$ cat src/sv/lease_reservation_table_macros.svh
// Assertion macros shared by the lease reservation table RTL.
`ifndef LEASE_RESERVATION_TABLE_MACROS_SVH
`define LEASE_RESERVATION_TABLE_MACROS_SVH
`ifndef SYNTH
`define LRT_ASSERT_IMP(label, clk, rst_n, pre, post) \
    label: assert property (@(posedge clk) disable iff (!rst_n) (pre) |-> (post)) \
        else $error("assertion failed");
`define LRT_ASSERT_NXT(label, clk, rst_n, pre, post) \
    label: assert property (@(posedge clk) disable iff (!rst_n) (pre) |=> (post)) \
        else $error("assertion failed");
`else
`define LRT_ASSERT_IMP(label, clk, rst_n, pre, post)
`define LRT_ASSERT_NXT(label, clk, rst_n, pre, post)
`endif
`endif

$ cat src/sv/lrt_pkg.sv
`default_nettype none
package lrt_pkg;
    localparam int NUM_MARKERS = 20;
    localparam int IDX_W = $clog2(NUM_MARKERS);

    localparam logic [1:0] CMD_RESERVE = 2'd0;
    localparam logic [1:0] CMD_LAND    = 2'd1;
    localparam logic [1:0] CMD_TICK    = 2'd2;
    localparam logic [1:0] CMD_REPORT  = 2'd3;

    localparam logic [1:0] ST_FREE     = 2'd0;
    localparam logic [1:0] ST_RESERVED = 2'd1;
    localparam logic [1:0] ST_LANDED   = 2'd2;

    localparam logic [1:0] KIND_REPLY = 2'd0;
    localparam logic [1:0] KIND_LIST  = 2'd1;
    localparam logic [1:0] KIND_EMPTY = 2'd2;

    localparam logic [2:0] STS_RESERVED  = 3'd0;
    localparam logic [2:0] STS_RENEWED   = 3'd1;
    localparam logic [2:0] STS_LANDED    = 3'd2;
    localparam logic [2:0] STS_UNKNOWN   = 3'd3;
    localparam logic [2:0] STS_NOT_RES   = 3'd4;
    localparam logic [2:0] STS_OTHER     = 3'd5;

    typedef struct packed {
        logic [1:0] command;
        logic [7:0] marker_number;
        logic [7:0] drone_number;
    } t_in_item;

    typedef struct packed {
        logic [1:0] kind;
        logic       success;
        logic [2:0] status;
        logic [7:0] out_marker;
        logic [7:0] owner_drone;
        logic       last;
    } t_out_item;

    typedef struct packed {
        logic [1:0]  st;
        logic [7:0]  owner;
        logic [31:0] stamp;
    } t_entry;
endpackage
`default_nettype wire

$ cat src/sv/lrt_if.sv
`default_nettype none
interface lrt_in_if;
    logic              valid;
    logic              ready;
    lrt_pkg::t_in_item payload;
    modport source (output valid, output payload, input ready);
    modport sink (input valid, input payload, output ready);
endinterface

interface lrt_out_if;
    logic               valid;
    logic               ready;
    lrt_pkg::t_out_item payload;
    modport source (output valid, output payload, input ready);
    modport sink (input valid, input payload, output ready);
endinterface
`default_nettype wire

$ cat src/sv/lease_reservation_table.sv
// Lease reservation table.
// Input items arrive on i_in (valid/ready); a transfer happens at a clock edge
// where both are high. Results leave on o_out with the same handshake; the
// final result caused by an input has last set. The cooldown register is
// written through i_cfg_we/i_cfg_data; the user writes it only while the
// block is idle, which the block itself does not enforce. All entries live
// in one synchronous memory whose read data is registered. A tick is taken
// in the accepting cycle and the block is ready again in the next one. A
// reserve or a report first walks all entries with a read-modify-write sweep
// (a read and a check state per entry, for expiry when needed), then a
// reserve looks up the requested entry. A land looks up its entry directly
// and, when it succeeds, runs the same expiry sweep after its reply. A grant,
// a successful land and a report then sweep again to list non-free ids (a
// read and a check state per entry, plus an output state per listed one,
// ending at the last listed entry). One item is handled at a time. After
// reset the block clears the memory, one entry a cycle, and accepts no item
// meanwhile. A stalled receiver holds the output register and the sweep
// waits; no result is lost.
`default_nettype none
`include "lease_reservation_table_macros.svh"
module lease_reservation_table (
    input  wire logic   i_clk,
    input  wire logic   i_rst_n,
    input  wire logic   i_cfg_we,
    input  wire logic [31:0] i_cfg_data,
    lrt_in_if.sink      i_in,
    lrt_out_if.source   o_out
);
    import lrt_pkg::*;

    localparam logic [3:0] S_CLR    = 4'd0;
    localparam logic [3:0] S_IDLE   = 4'd1;
    localparam logic [3:0] S_XRD    = 4'd2;  // expiry sweep read
    localparam logic [3:0] S_XWR    = 4'd3;  // expiry sweep check/write
    localparam logic [3:0] S_LRD    = 4'd4;  // lookup read
    localparam logic [3:0] S_LDEC   = 4'd5;  // lookup decide
    localparam logic [3:0] S_RPLY   = 4'd6;  // reply waiting for transfer
    localparam logic [3:0] S_SRD    = 4'd7;  // list sweep read
    localparam logic [3:0] S_SCHK   = 4'd8;  // list sweep check
    localparam logic [3:0] S_SOUT   = 4'd9;  // list item waiting
    localparam logic [3:0] S_EMPTY  = 4'd10;

    t_entry mem [NUM_MARKERS];
    t_entry rd_data;
    logic   we;
    logic [IDX_W-1:0] waddr, raddr;
    t_entry wdata;

    always_ff @(posedge i_clk) begin
        if (we) begin
            mem[waddr] <= wdata;
        end
        rd_data <= mem[raddr];
    end

    logic [3:0]       r_state;
    logic [IDX_W-1:0] r_idx;
    logic [IDX_W-1:0] r_lastnf;
    logic [31:0]      r_cool, r_time;
    t_in_item         r_cmd;
    logic             r_any, r_list;
    t_out_item        r_out;
    logic             r_ov;

    logic known;
    logic [IDX_W-1:0] req_idx;
    logic [31:0] age;
    logic last_idx;
    logic stale;

    assign known = (r_cmd.marker_number >= 8'd1) &&
                   (r_cmd.marker_number <= 8'(NUM_MARKERS));
    assign req_idx = IDX_W'(r_cmd.marker_number - 8'd1);
    assign age = r_time - rd_data.stamp;
    assign last_idx = (r_idx == IDX_W'(NUM_MARKERS - 1));
    assign stale = (rd_data.st == ST_RESERVED) && (age > r_cool);

    assign i_in.ready = (r_state == S_IDLE);
    assign o_out.valid = r_ov;
    assign o_out.payload = r_out;

    // Memory port control for the current state.
    always_comb begin
        we = 1'b0;
        waddr = r_idx;
        raddr = r_idx;
        wdata = rd_data;
        case (r_state)
            S_CLR: begin
                we = 1'b1;
                wdata = '0;
            end
            S_XWR: begin
                if (stale) begin
                    we = 1'b1;
                    wdata.st = ST_FREE;
                    wdata.owner = '0;
                    wdata.stamp = r_time;
                end
            end
            S_LRD: raddr = req_idx;
            S_LDEC: begin
                waddr = req_idx;
                if (known) begin
                    if (r_cmd.command == CMD_RESERVE) begin
                        if (rd_data.st == ST_FREE) begin
                            we = 1'b1;
                            wdata.st = ST_RESERVED;
                            wdata.owner = r_cmd.drone_number;
                            wdata.stamp = r_time;
                        end else if (rd_data.owner == r_cmd.drone_number) begin
                            we = 1'b1;
                            wdata.stamp = r_time;
                        end
                    end else if (rd_data.st != ST_FREE &&
                                 rd_data.owner == r_cmd.drone_number) begin
                        we = 1'b1;
                        wdata.st = ST_LANDED;
                        wdata.stamp = r_time;
                    end
                end
            end
            default: ;
        endcase
    end

    always_ff @(posedge i_clk) begin
        if (!i_rst_n) begin
            r_state <= S_CLR;
            r_idx <= '0;
            r_lastnf <= '0;
            r_cool <= 32'd30;
            r_time <= '0;
            r_ov <= 1'b0;
            r_any <= 1'b0;
            r_list <= 1'b0;
        end else begin
            if (i_cfg_we) begin
                r_cool <= i_cfg_data;
            end
            if (r_ov && o_out.ready) begin
                r_ov <= 1'b0;
            end
            case (r_state)
                S_CLR: begin
                    r_idx <= r_idx + 1'b1;
                    if (last_idx) begin
                        r_state <= S_IDLE;
                        r_idx <= '0;
                    end
                end
                S_IDLE: begin
                    if (i_in.valid) begin
                        r_cmd <= i_in.payload;
                        r_idx <= '0;
                        r_lastnf <= '0;
                        r_any <= 1'b0;
                        case (i_in.payload.command)
                            CMD_TICK:   r_time <= r_time + 32'd1;
                            CMD_LAND:   r_state <= S_LRD;
                            default:    r_state <= S_XRD;
                        endcase
                    end
                end
                S_XRD: r_state <= S_XWR;
                S_XWR: begin
                    // Track the highest entry that stays non-free, so the list
                    // can flag its final item.
                    if (rd_data.st != ST_FREE && !stale) begin
                        r_lastnf <= r_idx;
                    end
                    r_idx <= r_idx + 1'b1;
                    r_state <= S_XRD;
                    if (last_idx) begin
                        r_idx <= '0;
                        r_state <= (r_cmd.command == CMD_REPORT) ? S_SRD : S_LRD;
                    end
                end
                S_LRD: r_state <= S_LDEC;
                S_LDEC: begin
                    r_out.kind <= KIND_REPLY;
                    r_out.out_marker <= r_cmd.marker_number;
                    r_out.owner_drone <= '0;
                    r_out.success <= 1'b0;
                    r_out.last <= 1'b1;
                    r_list <= 1'b0;
                    if (!known) begin
                        r_out.status <= STS_UNKNOWN;
                    end else if (r_cmd.command == CMD_RESERVE) begin
                        if (rd_data.st == ST_FREE) begin
                            r_out.status <= STS_RESERVED;
                            r_out.success <= 1'b1;
                            r_out.last <= 1'b0;
                            r_list <= 1'b1;
                            if (req_idx > r_lastnf) begin
                                r_lastnf <= req_idx;
                            end
                        end else if (rd_data.owner == r_cmd.drone_number) begin
                            r_out.status <= STS_RENEWED;
                            r_out.success <= 1'b1;
                        end else begin
                            r_out.status <= STS_OTHER;
                            r_out.owner_drone <= rd_data.owner;
                        end
                    end else if (rd_data.st == ST_FREE) begin
                        r_out.status <= STS_NOT_RES;
                    end else if (rd_data.owner != r_cmd.drone_number) begin
                        r_out.status <= STS_OTHER;
                        r_out.owner_drone <= rd_data.owner;
                    end else begin
                        r_out.status <= STS_LANDED;
                        r_out.success <= 1'b1;
                        r_out.last <= 1'b0;
                        r_list <= 1'b1;
                    end
                    r_ov <= 1'b1;
                    r_state <= S_RPLY;
                end
                S_RPLY: begin
                    if (o_out.ready) begin
                        r_idx <= '0;
                        // After a successful land, the expiry sweep runs before the list.
                        if (!r_list) begin
                            r_state <= S_IDLE;
                        end else if (r_cmd.command == CMD_LAND) begin
                            r_cmd.command <= CMD_REPORT;
                            r_state <= S_XRD;
                        end else begin
                            r_state <= S_SRD;
                        end
                    end
                end
                S_SRD: r_state <= S_SCHK;
                S_SCHK: begin
                    if (rd_data.st != ST_FREE) begin
                        r_out.kind <= KIND_LIST;
                        r_out.success <= 1'b0;
                        r_out.status <= STS_RESERVED;
                        r_out.out_marker <= 8'(r_idx) + 8'd1;
                        r_out.owner_drone <= '0;
                        r_out.last <= (r_idx == r_lastnf);
                        r_ov <= 1'b1;
                        r_any <= 1'b1;
                        r_state <= S_SOUT;
                    end else if (last_idx) begin
                        r_state <= r_any ? S_IDLE : S_EMPTY;
                        if (!r_any) begin
                            r_out.kind <= KIND_EMPTY;
                            r_out.success <= 1'b0;
                            r_out.status <= STS_RESERVED;
                            r_out.out_marker <= '0;
                            r_out.owner_drone <= '0;
                            r_out.last <= 1'b1;
                            r_ov <= 1'b1;
                        end
                    end else begin
                        r_idx <= r_idx + 1'b1;
                        r_state <= S_SRD;
                    end
                end
                S_SOUT: begin
                    if (o_out.ready) begin
                        r_idx <= r_idx + 1'b1;
                        r_state <= r_out.last ? S_IDLE : S_SRD;
                    end
                end
                S_EMPTY: begin
                    if (o_out.ready) begin
                        r_state <= S_IDLE;
                    end
                end
                default: r_state <= S_IDLE;
            endcase
        end
    end

    // No item is accepted while the memory is being cleared after reset.
    // A held result never changes while stalled; while idle nothing is pending.
    `LRT_ASSERT_IMP(a_idle_no_out, i_clk, i_rst_n, r_state == S_IDLE, !r_ov)
    `LRT_ASSERT_NXT(a_hold, i_clk, i_rst_n, r_ov && !o_out.ready, $stable(r_out))
    `LRT_ASSERT_IMP(a_no_accept_busy, i_clk, i_rst_n, r_state == S_CLR, !i_in.ready)
endmodule
`default_nettype wire

$ cat src/flat_wrapper.sv
// flat-port wrapper written by rule: the top's interface ports become plain ports
module lease_reservation_table_flat import lrt_pkg::*;
  (i_clk, i_rst_n, i_cfg_we, i_cfg_data, i_in_valid, i_in_payload, i_in_ready, o_out_valid, o_out_payload, o_out_ready);
  lrt_in_if i_in_i ();
  lrt_out_if o_out_i ();
  input  wire logic i_clk;
  input  wire logic i_rst_n;
  input  wire logic i_cfg_we;
  input  wire logic [31:0] i_cfg_data;
  input wire logic [$bits(i_in_i.valid)-1:0] i_in_valid;
  input wire logic [$bits(i_in_i.payload)-1:0] i_in_payload;
  output wire logic [$bits(i_in_i.ready)-1:0] i_in_ready;
  output wire logic [$bits(o_out_i.valid)-1:0] o_out_valid;
  output wire logic [$bits(o_out_i.payload)-1:0] o_out_payload;
  input wire logic [$bits(o_out_i.ready)-1:0] o_out_ready;
  assign i_in_i.valid = i_in_valid;
  assign i_in_i.payload = i_in_payload;
  assign i_in_ready = i_in_i.ready;
  assign o_out_valid = o_out_i.valid;
  assign o_out_payload = o_out_i.payload;
  assign o_out_i.ready = o_out_ready;
  lease_reservation_table u_core (.i_clk(i_clk), .i_rst_n(i_rst_n), .i_cfg_we(i_cfg_we), .i_cfg_data(i_cfg_data), .i_in(i_in_i), .o_out(o_out_i));
endmodule
$ cat config.mk
export PLATFORM = sky130hd
export DESIGN_NAME = lease_reservation_table_flat
export DESIGN_NICKNAME = d
export VERILOG_FILES = /design/src/sv/lrt_pkg.sv /design/src/sv/lrt_if.sv /design/src/sv/lease_reservation_table.sv /design/src/flat_wrapper.sv
export VERILOG_INCLUDE_DIRS = /design/src /design/src/sv
export SDC_FILE = /design/constraint.sdc
export NUM_CORES = 2
export LEC_CHECK = 0
export BUFFER_PORTS_ARGS = -buffer_cell sky130_fd_sc_hd__buf_2
export CAP_MARGIN = 20
export CORE_MARGIN = 2
export CORE_UTILIZATION = 65
export CTS_BUF_LIST = sky130_fd_sc_hd__clkbuf_4 sky130_fd_sc_hd__clkbuf_8 sky130_fd_sc_hd__clkbuf_16
export DETAILED_ROUTE_END_ITERATION = 8
export GPL_ROUTABILITY_DRIVEN = 0
export PLACE_DENSITY = 0.9
export SYNTH_ARGS = -nofsm -noshare
export SYNTH_HDL_FRONTEND = slang
export SYNTH_SLANG_ARGS = --single-unit
$ cat constraint.sdc
create_clock -name i_clk -period 22.8 [get_ports i_clk]
set_clock_uncertainty 0.15 [all_clocks]
set_input_delay 2.28 -clock i_clk [delete_from_list [all_inputs] [get_ports i_clk]]
set_output_delay 2.28 -clock i_clk [all_outputs]
set_load 0.005 [all_outputs]
==> flow_summary.toml <==
[outcome]
status = "finished, violations left"
violations = "design-rule violations"

[cells_and_area]
seq_area_mm2 = 0.02892
drive_above_1_share_pct = 20.13
final_nets = 2873
syn2layout_area_growth_pct = 11.13
multi_input_area_mm2 = 0.01202
fillers = 3235
diodes = 0

[logic_synthesis]
synth_top_area_share_pct = 63.43
yosys_most_used_dff = "edfxtp_1"
synthCells = 2648
ys_ff_latch = 1004
syn_area_mm2 = 0.04171
synth_edf_count = 881
synth.most_common_cell = "edfxtp_1"
async_flop_share_pct = 0
syn-num-nets = 2777
yosysTopAreaCell = "edfxtp_1"
synthTopCellsByCount = "881 x edfxtp_1, 240 x nand2_1, 168 x mux4_2, 159 x nor2_1, 123 x dfxtp_1"
syn_area_per_cell_um2 = 15.75
synth_area_leaders = "edfxtp_1 63%, mux4_2 9.1%, dfxtp_1 5.9%, ha_1 2.2%, nand2_1 2.2%"
ys_warn_count = 0
yosysSeqAreaShare_pct = 69.33
yosys.cell_types.count = 73

[cts]
cts.path.max_buffers = 3
cts_hold_buf = 0
cts_root_buf = "clkbuf_16"
clkTransAtPathRegs_ps = 60
clk_latency_ps = 680
cts_setup_buffers = 0
cts_max_level = 3
cts_made_buffers = 94
ctsResizeCount = 0
cts_tree = "yes"
cts_sinks = 1004

[job]
drv_cap = 0

[route]
drt-vias-per-instance = 7.214
drtAntennaViolNets = 0
wl_per_cell_um = 31.71
num_vias = 26450
drt-total-wl_mm = 116.3
drt_iter0_markers = 5009
drcViolationCount = 4
dr.pass1.iters = 9

[global_routing]
antenna_found_initial = 3
grt_pass1_wl_mm = 170.9
first_global_vias = 26840
grtUsageTotal_pct = 35.19
gr-total-overflow = 0
grt_max_degree = 173

[setup_path]
cp.required_ps = 22920
crit_chain = "ha_1 -> a211oi_1 -> o21ai_0 -> a2111oi_0 -> a21oi_1 -> a41o_1 -> a311o_1 -> a21oi_1 -> xnor2_1 -> ha_1 -> nand4_1 -> nor2_1 -> o21ai_0 -> o221a_2 -> a21oi_1 -> o21a_1 -> nor2_4 -> buf_4 -> nor4_2 -> buf_4"
timing.critical_path.mode_cell = "a21oi_1"
startpoint = "u_core.r_time[7]"
worst-path-max-fanout = 44
cp.arrival_ps = 7140
cp-start-kind = "register"
crit_type = "register to register"
end_kind = "register"
r2r-start = "u_core.r_time[7]"
cp_slowest_cell = "buf_4"
cpPeakStageDelay_ps = 680

[placed_design]
io_buffers = 79
hpwl_mm = 57.34

[timing]
drv_slew = 0
setup_violations = 0
period_needed_ps = 7018
worst_pin_slew_ps = 1164
fin_crit_sh_pct = 30.78
fmax_mhz = 142.5
max_slew_margin_pct = 22.04
rsz0062_at_grt = "false"
tns_ps = 0
hold_viol = 0

[floorplanning]
core_mm2 = 0.06331
num_rows = 92
die_w_um = 257.3
io_pins = 80
die_area_mm2 = 0.06621
die_y_um = 257.3
initial_core_util_pct = 65.88

[power]
totalPowerFinal_mw = 4.034
cellLeakagePower_nw = 15.56
peakVddDrop_mv = 0.05843
powerDensity_mw_per_mm2 = 87.03

[hold_path]
min-delay-start = "u_core.r_cool[3]"
hp-class = "register to register"
## registers in the layout, indices dropped and copies added (netlist names), 4 cells and up
register	flops
u_core.mem	840
u_core.rd_data	42
u_core.r_cool	32
u_core.r_time	32
u_core.o_out.payload	23
u_core.r_cmd	18
u_core.r_idx	5
u_core.r_lastnf	5
u_core.r_state	4
## through the flow
| stage | instances | hold WS, ps | instance area (um^2) | util, % | setup slack (ps) |
|---|---|---|---|---|---|
| 2_1_floorplan | 2648 | 310.4 | 41710 | - | 13960 |
| 3_3_place_gp | 3490 | 318.7 | 43110 | 68.09 | 16340 |
| 3_5_place_dp | 3490 | 328.8 | 43110 | 68.09 | 16010 |
| 4_1_cts | 3663 | 347.1 | 46290 | 73.12 | 15840 |
| 5_1_grt | 3667 | 371.7 | 46350 | 73.21 | 15440 |
| 6_report | 3667 | 339.3 | 46350 | 73.21 | 15780 |
## cell families (layout without fill, tap and decap cells)
kind of cell | after synthesis | count (layout) | synth area share (%)
buf+inv | 222 | 395 | 2.307
compound gates | 348 | 348 | 5.469
fa+ha+maj | 74 | 74 | 2.238
simple gates | 645 | 645 | 7.061
mux | 283 | 283 | 12.08
xor+xnor | 72 | 72 | 1.512
flops | 1004 | 1004 | 69.33
## cells in the final DEF (no fill, tap or decap), drive strengths merged, types with 37 or more instances in the layout
master  instances
buf           127
xor2           37
clkbuf        126
nand2         240
a21oi         100
mux2           84
inv            98
ha             73
nor2          159
a22o           42
o21ai          46
o22ai          43
dfxtp         123
mux4          168
edfxtp        881
nand3         107
## area by class of cell
cell class | instances | area share (%)
inverters | 94 | 0.7612
clock inverters | 48 | 1.064
multi-input cells | 1422 | 25.94
clock buffers | 125 | 5.801
well taps | 846 | 2.284
flip-flops and latches | 1004 | 62.39
repair buffers | 128 | 1.765
## metal layers
layer	vias to the layer above	share of wire [%]	wire, um	track usage [%]
met3	623	14	15760	7.949
met4	0	6.6	7681	20.34
met1	12770	32	37020	44.43
met2	2647	48	55820	56.70
met5	-	0	0	0
li1	10410	-	-	-
## power breakdown
group	internal, mW	total, mW	switching (mW)
Clock	0.915	1.63	0.710
Combinational	0.141	0.355	0.214
Sequential	2.02	2.05	0.0307
Total	3.08	4.03	0.955
## final timing paths
check / cells after the start / end / slack [ps]
hold / removal: 2 / u_core.r_cool[3] / 340
setup reg to reg: 20 / u_core.mem[18][21] / 15780
hold reg to reg: 2 / u_core.r_cool[3] / 340
setup / recovery: 20 / u_core.mem[18][21] / 15780
## worst max-delay path, delay by kind of cell, from the launching register on
kind            cells  cell delay (ps)
buf+inv             2             1040
simple gates        4              970
compound gates     11             3330
xor+xnor            1               90
flops               1              440
fa+ha+maj           2              590
(Power assumes the default switching activity.)
